$ cat config.mk
export PLATFORM = sky130hd
export DESIGN_NAME = http_message_framer_unit
export DESIGN_NICKNAME = d
export VERILOG_FILES = /design/src/rtl/hmf_pkg.sv /design/src/rtl/hmf_front.sv /design/src/rtl/hmf_queue.sv /design/src/rtl/hmf_back.sv /design/src/rtl/http_message_framer_unit.sv
export SDC_FILE = /design/constraint.sdc
export NUM_CORES = 1
export LEC_CHECK = 0
export ABC_AREA = 1
export BUFFER_PORTS_ARGS = -buffer_cell sky130_fd_sc_hd__clkbuf_2
export CAP_MARGIN = 20
export CORE_MARGIN = 2
export CORE_UTILIZATION = 47
export CTS_CLUSTER_SIZE = 28
export DETAILED_ROUTE_END_ITERATION = 6
export PLACE_DENSITY = 0.65
export SETUP_SLACK_MARGIN = 0.15
export SYNTH_ARGS = -nofsm -noshare
export SYNTH_HDL_FRONTEND = slang
export SYNTH_SLANG_ARGS = --single-unit
$ cat constraint.sdc
create_clock -name clk -period 24 [get_ports clk]
set_input_delay 0 -clock clk [delete_from_list [all_inputs] [get_ports clk]]
set_output_delay 0 -clock clk [all_outputs]
set_load 0.01 [all_outputs]
$ cat src/rtl/hmf_pkg.sv
`timescale 1ns / 1ps
// Shared types, codes and constants of the HTTP message framer.
// No dependencies; every other file of the framer imports this package.
package hmf_pkg;

    localparam int HMF_LINE_LIMIT  = 256;
    localparam int HMF_LENGTH_BITS = 16;
    localparam int HMF_QUEUE_DEPTH = 4;
    localparam int MAX_RESULTS     = 3;

    localparam logic [7:0] CH_CR    = 8'h0D;
    localparam logic [7:0] CH_LF    = 8'h0A;
    localparam logic [7:0] CH_SPACE = 8'h20;
    localparam logic [7:0] CH_TAB   = 8'h09;
    localparam logic [7:0] CH_VT    = 8'h0B;
    localparam logic [7:0] CH_FF    = 8'h0C;
    localparam logic [7:0] CH_PLUS  = 8'h2B;
    localparam logic [7:0] CH_MINUS = 8'h2D;
    localparam logic [7:0] CH_ZERO  = 8'h30;
    localparam logic [7:0] CH_NINE  = 8'h39;
    localparam logic [7:0] CH_LC_A  = 8'h61;
    localparam logic [7:0] CH_LC_Z  = 8'h7A;

    // Length of "CONTENT-LENGTH:"
    localparam logic [3:0] PREFIX_LEN = 4'd15;

    typedef enum logic [2:0] {
        PH_REQUEST    = 3'd0,
        PH_HEADER     = 3'd1,
        PH_SKIP_NL    = 3'd2,
        PH_CONTENT_NL = 3'd3,
        PH_BODY       = 3'd4
    } phase_t;

    typedef enum logic [2:0] {
        NP_PREFIX   = 3'd0,
        NP_SPACES   = 3'd1,
        NP_DIGITS   = 3'd2,
        NP_NEGATIVE = 3'd3,
        NP_ENDED    = 3'd4,
        NP_NOMATCH  = 3'd5
    } nphase_t;

    typedef enum logic [2:0] {
        EV_LINE_BYTE  = 3'd0,
        EV_REQ_END    = 3'd1,
        EV_HDR_END    = 3'd2,
        EV_BODY_START = 3'd3,
        EV_BODY_BYTE  = 3'd4,
        EV_MSG_END    = 3'd5,
        EV_MISSING    = 3'd6
    } event_t;

    typedef struct packed {
        event_t      ev;
        logic [7:0]  data;
        logic [8:0]  len;
        logic [15:0] clen;
    } result_t;

    // All results caused by one accepted byte, res[0] first.
    typedef struct packed {
        logic [1:0]                    cnt;
        result_t [MAX_RESULTS-1:0]     res;
    } bundle_t;

    function automatic logic [7:0] prefix_char(input logic [3:0] pos);
        logic [7:0] c;
        unique case (pos)
            4'd0:    c = 8'h43; // C
            4'd1:    c = 8'h4F; // O
            4'd2:    c = 8'h4E; // N
            4'd3:    c = 8'h54; // T
            4'd4:    c = 8'h45; // E
            4'd5:    c = 8'h4E; // N
            4'd6:    c = 8'h54; // T
            4'd7:    c = 8'h2D; // -
            4'd8:    c = 8'h4C; // L
            4'd9:    c = 8'h45; // E
            4'd10:   c = 8'h4E; // N
            4'd11:   c = 8'h47; // G
            4'd12:   c = 8'h54; // T
            4'd13:   c = 8'h48; // H
            4'd14:   c = 8'h3A; // :
            default: c = 8'h00;
        endcase
        return c;
    endfunction

endpackage

$ cat src/rtl/hmf_front.sv
`timescale 1ns / 1ps
// Front end: connection tracking, line splitter, length matcher and body counter.
// Pushes one result bundle for each accepted byte that causes a result. Depends on hmf_pkg.
module hmf_front
    import hmf_pkg::*;
#(
    parameter int LINE_LIMIT  = HMF_LINE_LIMIT,
    parameter int LENGTH_BITS = HMF_LENGTH_BITS
)
(
    input  logic        clk,
    input  logic        rst_n,
    input  logic        in_fire,
    input  logic        command,
    input  logic [7:0]  data_byte,
    input  logic        frame_first,
    input  logic [31:0] peer_address,
    input  logic [31:0] peer_ports,
    output logic        push,
    output bundle_t     push_bundle
);

    localparam int LC_W = $clog2(LINE_LIMIT + 1);
    localparam logic [LENGTH_BITS-1:0] LEN_MAX = {LENGTH_BITS{1'b1}};

    phase_t                  phase_reg, phase_next;
    nphase_t                 np_reg, np_next;
    logic                    busy_reg, busy_next;
    logic [63:0]             key_reg, key_next;
    logic [LC_W-1:0]         lc_reg, lc_next;
    logic [LENGTH_BITS-1:0]  bl_reg, bl_next;
    logic [LENGTH_BITS-1:0]  bc_reg, bc_next;
    logic [3:0]              pp_reg, pp_next;
    logic [LENGTH_BITS-1:0]  nv_reg, nv_next;

    logic                    do_line, do_body, entry_b;
    logic                    is_digit, is_blank;
    logic [7:0]              upper;
    logic [LENGTH_BITS+3:0]  nv4, prod;
    event_t                  line_ev;
    bundle_t                 bnd;

    function automatic logic [15:0] clen16(input logic [LENGTH_BITS-1:0] v);
        logic [LENGTH_BITS+15:0] e;
        e = {16'd0, v};
        return e[15:0];
    endfunction

    function automatic logic [8:0] len9(input logic [LC_W-1:0] v);
        logic [LC_W+8:0] e;
        e = {9'd0, v};
        return e[8:0];
    endfunction

    function automatic bundle_t put(input bundle_t bi, input event_t ev,
                                    input logic [7:0] d, input logic [8:0] ln,
                                    input logic [15:0] cl);
        bundle_t bo;
        result_t r;
        bo     = bi;
        r.ev   = ev;
        r.data = d;
        r.len  = ln;
        r.clen = cl;
        case (bi.cnt)
            2'd0:    bo.res[0] = r;
            2'd1:    bo.res[1] = r;
            2'd2:    bo.res[2] = r;
            default: ;
        endcase
        bo.cnt = bi.cnt + 2'd1;
        return bo;
    endfunction

    assign is_digit = (data_byte >= CH_ZERO) && (data_byte <= CH_NINE);
    assign is_blank = (data_byte == CH_SPACE) || (data_byte == CH_TAB) ||
                      (data_byte == CH_VT) || (data_byte == CH_FF);
    assign upper    = ((data_byte >= CH_LC_A) && (data_byte <= CH_LC_Z)) ?
                      (data_byte - 8'd32) : data_byte;

    always_comb
    begin
        phase_next = phase_reg;
        np_next    = np_reg;
        busy_next  = busy_reg;
        key_next   = key_reg;
        lc_next    = lc_reg;
        bl_next    = bl_reg;
        bc_next    = bc_reg;
        pp_next    = pp_reg;
        nv_next    = nv_reg;
        bnd        = '0;
        do_line    = 1'b0;
        do_body    = 1'b0;
        entry_b    = 1'b0;
        line_ev    = EV_REQ_END;
        nv4        = '0;
        prod       = '0;

        if (command)
        begin
            busy_next = 1'b0;
        end
        else if (frame_first || busy_reg)
        begin
            // New peer or idle connection: restart the parser
            if (frame_first && (!busy_reg || ({peer_address, peer_ports} != key_reg)))
            begin
                busy_next  = 1'b1;
                key_next   = {peer_address, peer_ports};
                phase_next = PH_REQUEST;
                lc_next    = '0;
                bl_next    = '0;
                bc_next    = '0;
                pp_next    = '0;
                np_next    = NP_PREFIX;
                nv_next    = '0;
            end

            unique case (phase_next) inside
                PH_REQUEST, PH_HEADER:
                begin
                    do_line = 1'b1;
                end
                PH_SKIP_NL:
                begin
                    phase_next = PH_HEADER;
                    do_line    = (data_byte != CH_LF);
                end
                PH_CONTENT_NL:
                begin
                    // Body start deferred from a blank CR line
                    bnd        = put(bnd, EV_BODY_START, 8'd0, 9'd0, clen16(bl_next));
                    phase_next = PH_BODY;
                    bc_next    = '0;
                    if (bl_next == '0)
                    begin
                        bnd        = put(bnd, EV_MSG_END, 8'd0, 9'd0, clen16(bl_next));
                        phase_next = PH_REQUEST;
                        lc_next    = '0;
                        bl_next    = '0;
                        pp_next    = '0;
                        np_next    = NP_PREFIX;
                        nv_next    = '0;
                    end
                    if (data_byte != CH_LF)
                    begin
                        if (phase_next == PH_BODY)
                            do_body = 1'b1;
                        else
                            do_line = 1'b1;
                    end
                end
                PH_BODY:
                begin
                    do_body = 1'b1;
                end
                default:
                begin
                    phase_next = PH_REQUEST;
                    do_line    = 1'b1;
                end
            endcase

            if (do_line)
            begin
                if ((data_byte == CH_CR) || (data_byte == CH_LF))
                begin
                    if (lc_next == '0)
                    begin
                        if (phase_next == PH_REQUEST)
                            bnd = put(bnd, EV_MISSING, 8'd0, 9'd0, clen16(bl_next));
                        else if (data_byte == CH_CR)
                            phase_next = PH_CONTENT_NL;
                        else
                            entry_b = 1'b1;
                    end
                    else
                    begin
                        line_ev = EV_REQ_END;
                        if (phase_next == PH_HEADER)
                        begin
                            line_ev = EV_HDR_END;
                            if ((np_next == NP_SPACES) || (np_next == NP_DIGITS) ||
                                (np_next == NP_NEGATIVE) || (np_next == NP_ENDED))
                                bl_next = (np_next == NP_NEGATIVE) ? '0 : nv_next;
                        end
                        bnd        = put(bnd, line_ev, 8'd0, len9(lc_next), clen16(bl_next));
                        phase_next = (data_byte == CH_CR) ? PH_SKIP_NL : PH_HEADER;
                    end
                    lc_next = '0;
                    pp_next = '0;
                    np_next = NP_PREFIX;
                    nv_next = '0;
                end
                else if (lc_next < LC_W'(LINE_LIMIT))
                begin
                    lc_next = lc_next + 1'b1;
                    if (phase_next == PH_HEADER)
                    begin
                        unique case (np_next)
                            NP_PREFIX:
                            begin
                                if ((pp_next < PREFIX_LEN) && (upper == prefix_char(pp_next)))
                                begin
                                    pp_next = pp_next + 4'd1;
                                    if (pp_next == PREFIX_LEN)
                                        np_next = NP_SPACES;
                                end
                                else
                                begin
                                    np_next = NP_NOMATCH;
                                end
                            end
                            NP_SPACES:
                            begin
                                if (!is_blank)
                                begin
                                    if (data_byte == CH_PLUS)
                                        np_next = NP_DIGITS;
                                    else if (data_byte == CH_MINUS)
                                        np_next = NP_NEGATIVE;
                                    else if (is_digit)
                                    begin
                                        np_next = NP_DIGITS;
                                        nv_next = {{(LENGTH_BITS-4){1'b0}}, data_byte[3:0]};
                                    end
                                    else
                                        np_next = NP_ENDED;
                                end
                            end
                            NP_DIGITS:
                            begin
                                if (is_digit)
                                begin
                                    nv4  = {4'd0, nv_next};
                                    prod = (nv4 << 3) + (nv4 << 1) +
                                           {{LENGTH_BITS{1'b0}}, data_byte[3:0]};
                                    nv_next = (prod > {4'd0, LEN_MAX}) ?
                                              LEN_MAX : prod[LENGTH_BITS-1:0];
                                end
                                else
                                begin
                                    np_next = NP_ENDED;
                                end
                            end
                            default: ;
                        endcase
                    end
                    bnd = put(bnd, EV_LINE_BYTE, data_byte, 9'd0, clen16(bl_next));
                end
            end

            if (entry_b)
            begin
                bnd        = put(bnd, EV_BODY_START, 8'd0, 9'd0, clen16(bl_next));
                phase_next = PH_BODY;
                bc_next    = '0;
                if (bl_next == '0)
                begin
                    bnd        = put(bnd, EV_MSG_END, 8'd0, 9'd0, clen16(bl_next));
                    phase_next = PH_REQUEST;
                    lc_next    = '0;
                    bl_next    = '0;
                    pp_next    = '0;
                    np_next    = NP_PREFIX;
                    nv_next    = '0;
                end
            end

            if (do_body)
            begin
                if (bc_next < bl_next)
                begin
                    bnd     = put(bnd, EV_BODY_BYTE, data_byte, 9'd0, clen16(bl_next));
                    bc_next = bc_next + 1'b1;
                end
                if (bc_next >= bl_next)
                begin
                    bnd        = put(bnd, EV_MSG_END, 8'd0, 9'd0, clen16(bl_next));
                    phase_next = PH_REQUEST;
                    lc_next    = '0;
                    bl_next    = '0;
                    bc_next    = '0;
                    pp_next    = '0;
                    np_next    = NP_PREFIX;
                    nv_next    = '0;
                end
            end
        end
    end

    always_ff @(posedge clk or negedge rst_n)
    begin
        if (!rst_n)
        begin
            phase_reg <= PH_REQUEST;
            np_reg    <= NP_PREFIX;
            busy_reg  <= 1'b0;
            key_reg   <= '0;
            lc_reg    <= '0;
            bl_reg    <= '0;
            bc_reg    <= '0;
            pp_reg    <= '0;
            nv_reg    <= '0;
        end
        else if (in_fire)
        begin
            phase_reg <= phase_next;
            np_reg    <= np_next;
            busy_reg  <= busy_next;
            key_reg   <= key_next;
            lc_reg    <= lc_next;
            bl_reg    <= bl_next;
            bc_reg    <= bc_next;
            pp_reg    <= pp_next;
            nv_reg    <= nv_next;
        end
    end

    assign push        = in_fire && (bnd.cnt != 2'd0);
    assign push_bundle = bnd;

endmodule

$ cat src/rtl/hmf_queue.sv
`timescale 1ns / 1ps
// Small register FIFO of result bundles between front and back.
// Depends on hmf_pkg.
module hmf_queue
    import hmf_pkg::*;
#(
    parameter int DEPTH = HMF_QUEUE_DEPTH
)
(
    input  logic    clk,
    input  logic    rst_n,
    input  logic    push,
    input  bundle_t push_data,
    output logic    full,
    input  logic    pop,
    output bundle_t pop_data,
    output logic    empty
);

    localparam int PTR_W = (DEPTH > 1) ? $clog2(DEPTH) : 1;
    localparam int CNT_W = $clog2(DEPTH + 1);

    bundle_t            mem_reg [DEPTH];
    logic [PTR_W-1:0]   wr_ptr_reg, wr_ptr_next;
    logic [PTR_W-1:0]   rd_ptr_reg, rd_ptr_next;
    logic [CNT_W-1:0]   count_reg, count_next;
    logic               do_push, do_pop;

    assign full     = (count_reg == CNT_W'(DEPTH));
    assign empty    = (count_reg == '0);
    assign do_push  = push && !full;
    assign do_pop   = pop && !empty;
    assign pop_data = mem_reg[rd_ptr_reg];

    always_comb
    begin
        wr_ptr_next = wr_ptr_reg;
        rd_ptr_next = rd_ptr_reg;
        count_next  = count_reg;
        if (do_push)
            wr_ptr_next = (wr_ptr_reg == PTR_W'(DEPTH - 1)) ? '0 : wr_ptr_reg + 1'b1;
        if (do_pop)
            rd_ptr_next = (rd_ptr_reg == PTR_W'(DEPTH - 1)) ? '0 : rd_ptr_reg + 1'b1;
        if (do_push && !do_pop)
            count_next = count_reg + 1'b1;
        else if (do_pop && !do_push)
            count_next = count_reg - 1'b1;
    end

    always_ff @(posedge clk or negedge rst_n)
    begin
        if (!rst_n)
        begin
            wr_ptr_reg <= '0;
            rd_ptr_reg <= '0;
            count_reg  <= '0;
        end
        else
        begin
            wr_ptr_reg <= wr_ptr_next;
            rd_ptr_reg <= rd_ptr_next;
            count_reg  <= count_next;
        end
    end

    always_ff @(posedge clk)
    begin
        if (do_push)
            mem_reg[wr_ptr_reg] <= push_data;
    end

endmodule

$ cat src/rtl/hmf_back.sv
`timescale 1ns / 1ps
// Back end: holds one bundle and hands out its results one per transaction.
// Depends on hmf_pkg.
module hmf_back
    import hmf_pkg::*;
(
    input  logic    clk,
    input  logic    rst_n,
    input  logic    q_empty,
    input  bundle_t q_data,
    output logic    q_pop,
    output logic    out_valid,
    input  logic    out_ready,
    output result_t out_result,
    output logic    out_last
);

    bundle_t     bundle_reg;
    logic [1:0]  idx_reg, idx_next;
    logic        have_reg, have_next;
    logic        done;

    assign out_valid = have_reg;
    assign out_last  = (idx_reg == (bundle_reg.cnt - 2'd1));
    assign done      = !have_reg || (out_ready && out_last);
    assign q_pop     = done && !q_empty;

    always_comb
    begin
        case (idx_reg)
            2'd1:    out_result = bundle_reg.res[1];
            2'd2:    out_result = bundle_reg.res[2];
            default: out_result = bundle_reg.res[0];
        endcase
    end

    always_comb
    begin
        idx_next  = idx_reg;
        have_next = have_reg;
        if (done)
        begin
            have_next = !q_empty;
            idx_next  = 2'd0;
        end
        else if (out_ready)
        begin
            idx_next = idx_reg + 2'd1;
        end
    end

    always_ff @(posedge clk or negedge rst_n)
    begin
        if (!rst_n)
        begin
            idx_reg  <= 2'd0;
            have_reg <= 1'b0;
        end
        else
        begin
            idx_reg  <= idx_next;
            have_reg <= have_next;
        end
    end

    always_ff @(posedge clk)
    begin
        if (q_pop)
            bundle_reg <= q_data;
    end

endmodule

$ cat src/rtl/http_message_framer_unit.sv
`timescale 1ns / 1ps
// Top level of the HTTP message framer: front end, bundle queue and back end.
// Depends on hmf_pkg, hmf_front, hmf_queue and hmf_back.

// The framer takes one received payload byte per transaction and turns it into
// zero to three result transactions (line bytes, line ends, body start, body
// bytes, message end, missing request line). The front end accepts a byte every
// cycle as long as the bundle queue (QUEUE_DEPTH entries, 4 by default) has
// room; all parsing of one byte is settled in that cycle. Its results pass
// through the queue and the back end's bundle register to the output and leave
// at one result per cycle while out_ready is high; bytes that cause no result
// (release commands, dropped bytes) put nothing into the queue.
// Reset leaves the connection idle: the next byte must open a frame.
module http_message_framer_unit
    import hmf_pkg::*;
#(
    parameter int LINE_LIMIT  = HMF_LINE_LIMIT,
    parameter int LENGTH_BITS = HMF_LENGTH_BITS,
    parameter int QUEUE_DEPTH = HMF_QUEUE_DEPTH
)
(
    input  logic        clk,
    input  logic        rst_n,
    // byte channel
    input  logic        in_valid,
    output logic        in_ready,
    input  logic        command,
    input  logic [7:0]  data_byte,
    input  logic        frame_first,
    input  logic [31:0] peer_address,
    input  logic [31:0] peer_ports,
    input  logic [7:0]  protocol_number,   // carried with the frame, not needed for framing
    // result channel
    output logic        out_valid,
    input  logic        out_ready,
    output logic [2:0]  event_res,
    output logic [7:0]  data_byte_out,
    output logic [8:0]  line_length,
    output logic [15:0] content_length,
    output logic        last
);

    logic     in_fire;
    logic     push, q_full, q_empty, q_pop;
    bundle_t  push_bundle, q_data;
    result_t  out_result;

    // Stall input only on a full queue; state advances on every accepted byte
    assign in_ready = !q_full;
    assign in_fire  = in_valid && in_ready;

    hmf_front #(
        .LINE_LIMIT  (LINE_LIMIT),
        .LENGTH_BITS (LENGTH_BITS)
    ) u_front (
        .clk          (clk),
        .rst_n        (rst_n),
        .in_fire      (in_fire),
        .command      (command),
        .data_byte    (data_byte),
        .frame_first  (frame_first),
        .peer_address (peer_address),
        .peer_ports   (peer_ports),
        .push         (push),
        .push_bundle  (push_bundle)
    );

    hmf_queue #(
        .DEPTH (QUEUE_DEPTH)
    ) u_queue (
        .clk       (clk),
        .rst_n     (rst_n),
        .push      (push),
        .push_data (push_bundle),
        .full      (q_full),
        .pop       (q_pop),
        .pop_data  (q_data),
        .empty     (q_empty)
    );

    hmf_back u_back (
        .clk        (clk),
        .rst_n      (rst_n),
        .q_empty    (q_empty),
        .q_data     (q_data),
        .q_pop      (q_pop),
        .out_valid  (out_valid),
        .out_ready  (out_ready),
        .out_result (out_result),
        .out_last   (last)
    );

    assign event_res      = out_result.ev;
    assign data_byte_out  = out_result.data;
    assign line_length    = out_result.len;
    assign content_length = out_result.clen;

    // A bundle never stops short of its last result
    assert property (@(posedge clk) disable iff (!rst_n)
        out_valid && out_ready && !last |=> out_valid)
        else $error("result bundle ended without last");

    // Only line and body bytes carry data
    assert property (@(posedge clk) disable iff (!rst_n)
        out_valid && !(event_res == EV_LINE_BYTE || event_res == EV_BODY_BYTE)
        |-> data_byte_out == 8'd0)
        else $error("data on a non-byte event");

    // Only line ends carry a line length
    assert property (@(posedge clk) disable iff (!rst_n)
        out_valid && !(event_res == EV_REQ_END || event_res == EV_HDR_END)
        |-> line_length == 9'd0)
        else $error("line length on a non-line-end event");

    // A line end always reports a non-empty line
    assert property (@(posedge clk) disable iff (!rst_n)
        out_valid && (event_res == EV_REQ_END || event_res == EV_HDR_END)
        |-> line_length != 9'd0)
        else $error("empty line reported as line end");

endmodule
==> results.json <==
{
  "fp-row-count": 99,
  "routed_via_density": 5.54,
  "synthDominantCellAreaShare_pct": 47.4,
  "switchingPower_uw": 1730,
  "pwr-share-comb_pct": 36.4,
  "clk_path_buf_depth": 3,
  "synthFlopType": "edfxtp_1",
  "setup_tns_ns": 0,
  "cts_setup_buffers": 0,
  "cts-htree-levels": 3,
  "ant_nets": 0,
  "dp.cells": 4645,
  "cp.arrival_ns": 12.95,
  "largest_reg_flops": 440,
  "cts_buffers": 74,
  "clkSinkCount": 692,
  "multiInputGateArea_mm2": 0.0129,
  "gp_congestion": 0.880,
  "grt_pass1_wl_um": 141000,
  "die_y_um": 276,
  "cp-end-kind": "register",
  "grt_max_degree": 122,
  "critPathSlowestCell": "buf_4",
  "power_uw": 4530,
  "ir_drop_uv": 67.3,
  "cap_viol_max_count": 0,
  "synth-seq-area-share_pct": 57.6,
  "fin_crit_sh_pct": 53.0,
  "synth.area.top_cells": "edfxtp_1, dfrtp_1, nand2_1",
  "finalSetupViolations": 0,
  "synth.most_common_cell": "nand2_1",
  "fin_util_pct": 54.2,
  "p_clk_share_pct": 25.7,
  "syn-cell-area_mm2": 0.0348,
  "syn_inst": 3655,
  "io_pins": 125,
  "final_nets": 4018,
  "status": "finished, violations left",
  "clkTransAtPathRegs_ns": 0.06,
  "hp-class": "input pin to async pin",
  "crit_top_cell": "nand2_1",
  "hold_buffers": 74,
  "path_max_fanout": 61,
  "critPathRequiredTime_ns": 24.23,
  "max_clock_freq_mhz": 78.6,
  "holdWs_ns": -0.0138,
  "antenna_found_initial": 2,
  "die_area_mm2": 0.0763,
  "leakagePower_uw": 0.0159,
  "io_buffers": 116,
  "syn2layout_area_growth_pct": 14.0,
  "hpwl_um": 54800,
  "dr.first_iter.drc_count": 2374,
  "power.density_mw_per_mm2": 114,
  "cts_tree": "yes",
  "synth_largest_area_cell": "edfxtp_1",
  "slew-limit-headroom_pct": 26.2,
  "clkLatencyLatePin_ns": 0.64,
  "power.internal_uw": 2790,
  "drtPass1Iterations": 6,
  "switching_share_pct": 38.3,
  "async_reset_ff_share_pct": 20.5,
  "yosys_register_bits": 692,
  "drv_slew": 0,
  "synth_edf_count": 550,
  "final_cells": 4856,
  "drc": 0,
  "period_minus_slack_ns": 12.72,
  "root_buffer": "clkbuf_16",
  "wl_per_cell_um": 18.4,
  "seqCellArea_mm2": 0.0201,
  "synth_area_per_cell_um2": 9.53,
  "r2r-start": "u_front.key_reg[23]",
  "slowest_delay_ns": 0.90,
  "synth.distinct_cells": 61,
  "gr-total-overflow": 0,
  "skew_ns": 0.0372,
  "r2r_slack_ns": 11.28,
  "power.share.sequential_pct": 37.8,
  "start_kind": "register",
  "ctsResizeCount": 0,
  "worstRegToRegCells": 54,
  "yosys-top-cells-count": "nand2_1, edfxtp_1, nor2_1",
  "start_util_pct": 47.6,
  "worst_pin_slew_ns": 1.11,
  "coreArea_mm2": 0.0732,
  "rsz0062_at_grt": "no",
  "grt_usage_pct": 23.2,
  "final_hold_viol_count": 11,
  "violations": "hold timing",
  "die_x_um": 276,
  "grt_pass1_vias": 25584,
  "nFillCells": 6409,
  "totalWireLength_um": 89400,
  "drive_above_1_share_pct": 9.53,
  "vias": 26904,
  "yosysWarnings": 0,
  "criticalPathCategory": "register to register",
  "rr_endpoint": "u_queue.mem_reg[1][36]"
}
## layout make-up
| type | count | share of cell area (%) |
|---|---|---|
| multi-input cells | 2473 | 32.6 |
| flip-flops and latches | 692 | 50.6 |
| clock buffers | 85 | 4.85 |
| clock inverters | 49 | 1.47 |
| well taps | 959 | 3.02 |
| inverters | 370 | 3.51 |
| diodes | 3 | 0.0189 |
| repair buffers | 225 | 4.01 |
## power by group through the flow
stage,clock network (uW),registers [uW],logic (uW)
finish,1160,1710,1650
global route,1230,1740,1860
CTS,1180,1710,1660
detailed placement,0,1740,1640
global placement,0,1730,1620
floorplan,0,1730,1130
## stage by stage
step	cell area, um2	setup WS (ns)
floorplan	35100	11.96
global placement	36400	11.49
detailed placement	36400	11.50
CTS	39700	11.40
global route	39700	10.26
finish	39700	11.28
## worst max-delay path, delay by kind of cell, from the launching register on
kind,cells,cell delay (ns)
AO/OA/AOI/OAI,11,2.70
XOR/XNOR,1,0.17
adder cells (fa/ha/maj),3,0.78
buffers and inverters,10,2.57
flip-flops,1,0.38
AND/OR/NAND/NOR,29,5.58
## metal layers
metal  vias to the layer above  part of all wire (%)  GRT usage, %
li1                      13016                     -             -
met1                     12911                    43          31.3
met2                       853                    48          38.8
met3                       122                   6.8          3.42
met4                         2                   2.2          7.20
met5                         -                 0.012             0
## cells by family (layout without fill, tap and decap cells)
kind of cell               after synthesis  count (layout)  share of synthesized area (%)
xor gates and xnor gates                42              42                           1.06
and+or+nand+nor                       1283            1283                           15.2
adders and majority gates               96              96                           3.51
DFF                                    692             692                           57.6
buffers and inverters                  557             729                           6.18
muxes                                   21              21                          0.679
AOI/OAI and AO/OA                      963             963                           15.7
other                                    1              71                         0.0108
## worst max path at each step
stage / cells after the start / endpoint / start
global route: 55 / u_queue.mem_reg[3][36] / u_front.key_reg[23]
CTS: 53 / u_queue.mem_reg[3][2] / u_front.key_reg[25]
floorplan: 55 / u_queue.mem_reg[0][0] / u_front.key_reg[60]
detailed placement: 54 / u_queue.mem_reg[3][2] / u_front.key_reg[21]
finish: 54 / u_queue.mem_reg[1][36] / u_front.key_reg[23]
global placement: 53 / u_queue.mem_reg[3][36] / u_front.key_reg[23]
## cells in the final DEF (no fill, tap or decap), drive strengths merged, types with 4 or more instances in the layout
cell type and instances:
o311ai 23, buf 36, xor2 25, o21ai 431
o211ai 29, a221oi 4, nand3 99, a22oi 11
a211oi 19, nand4 16, o21a 9, conb 68
a31oi 29, xnor2 17, a21oi 224, o221ai 10
edfxtp 550, ha 93, o22ai 146, nor2 488
nand2 597, clkinvlp 5, or2 8, clkbuf 200
clkinv 39, nor3 67, o21bai 4, o32ai 4
dlygate4sd3 74, dfrtp 142, mux2 21, inv 366
bufinv 9, o2111ai 4
Power figures use the tool's default switching activity.
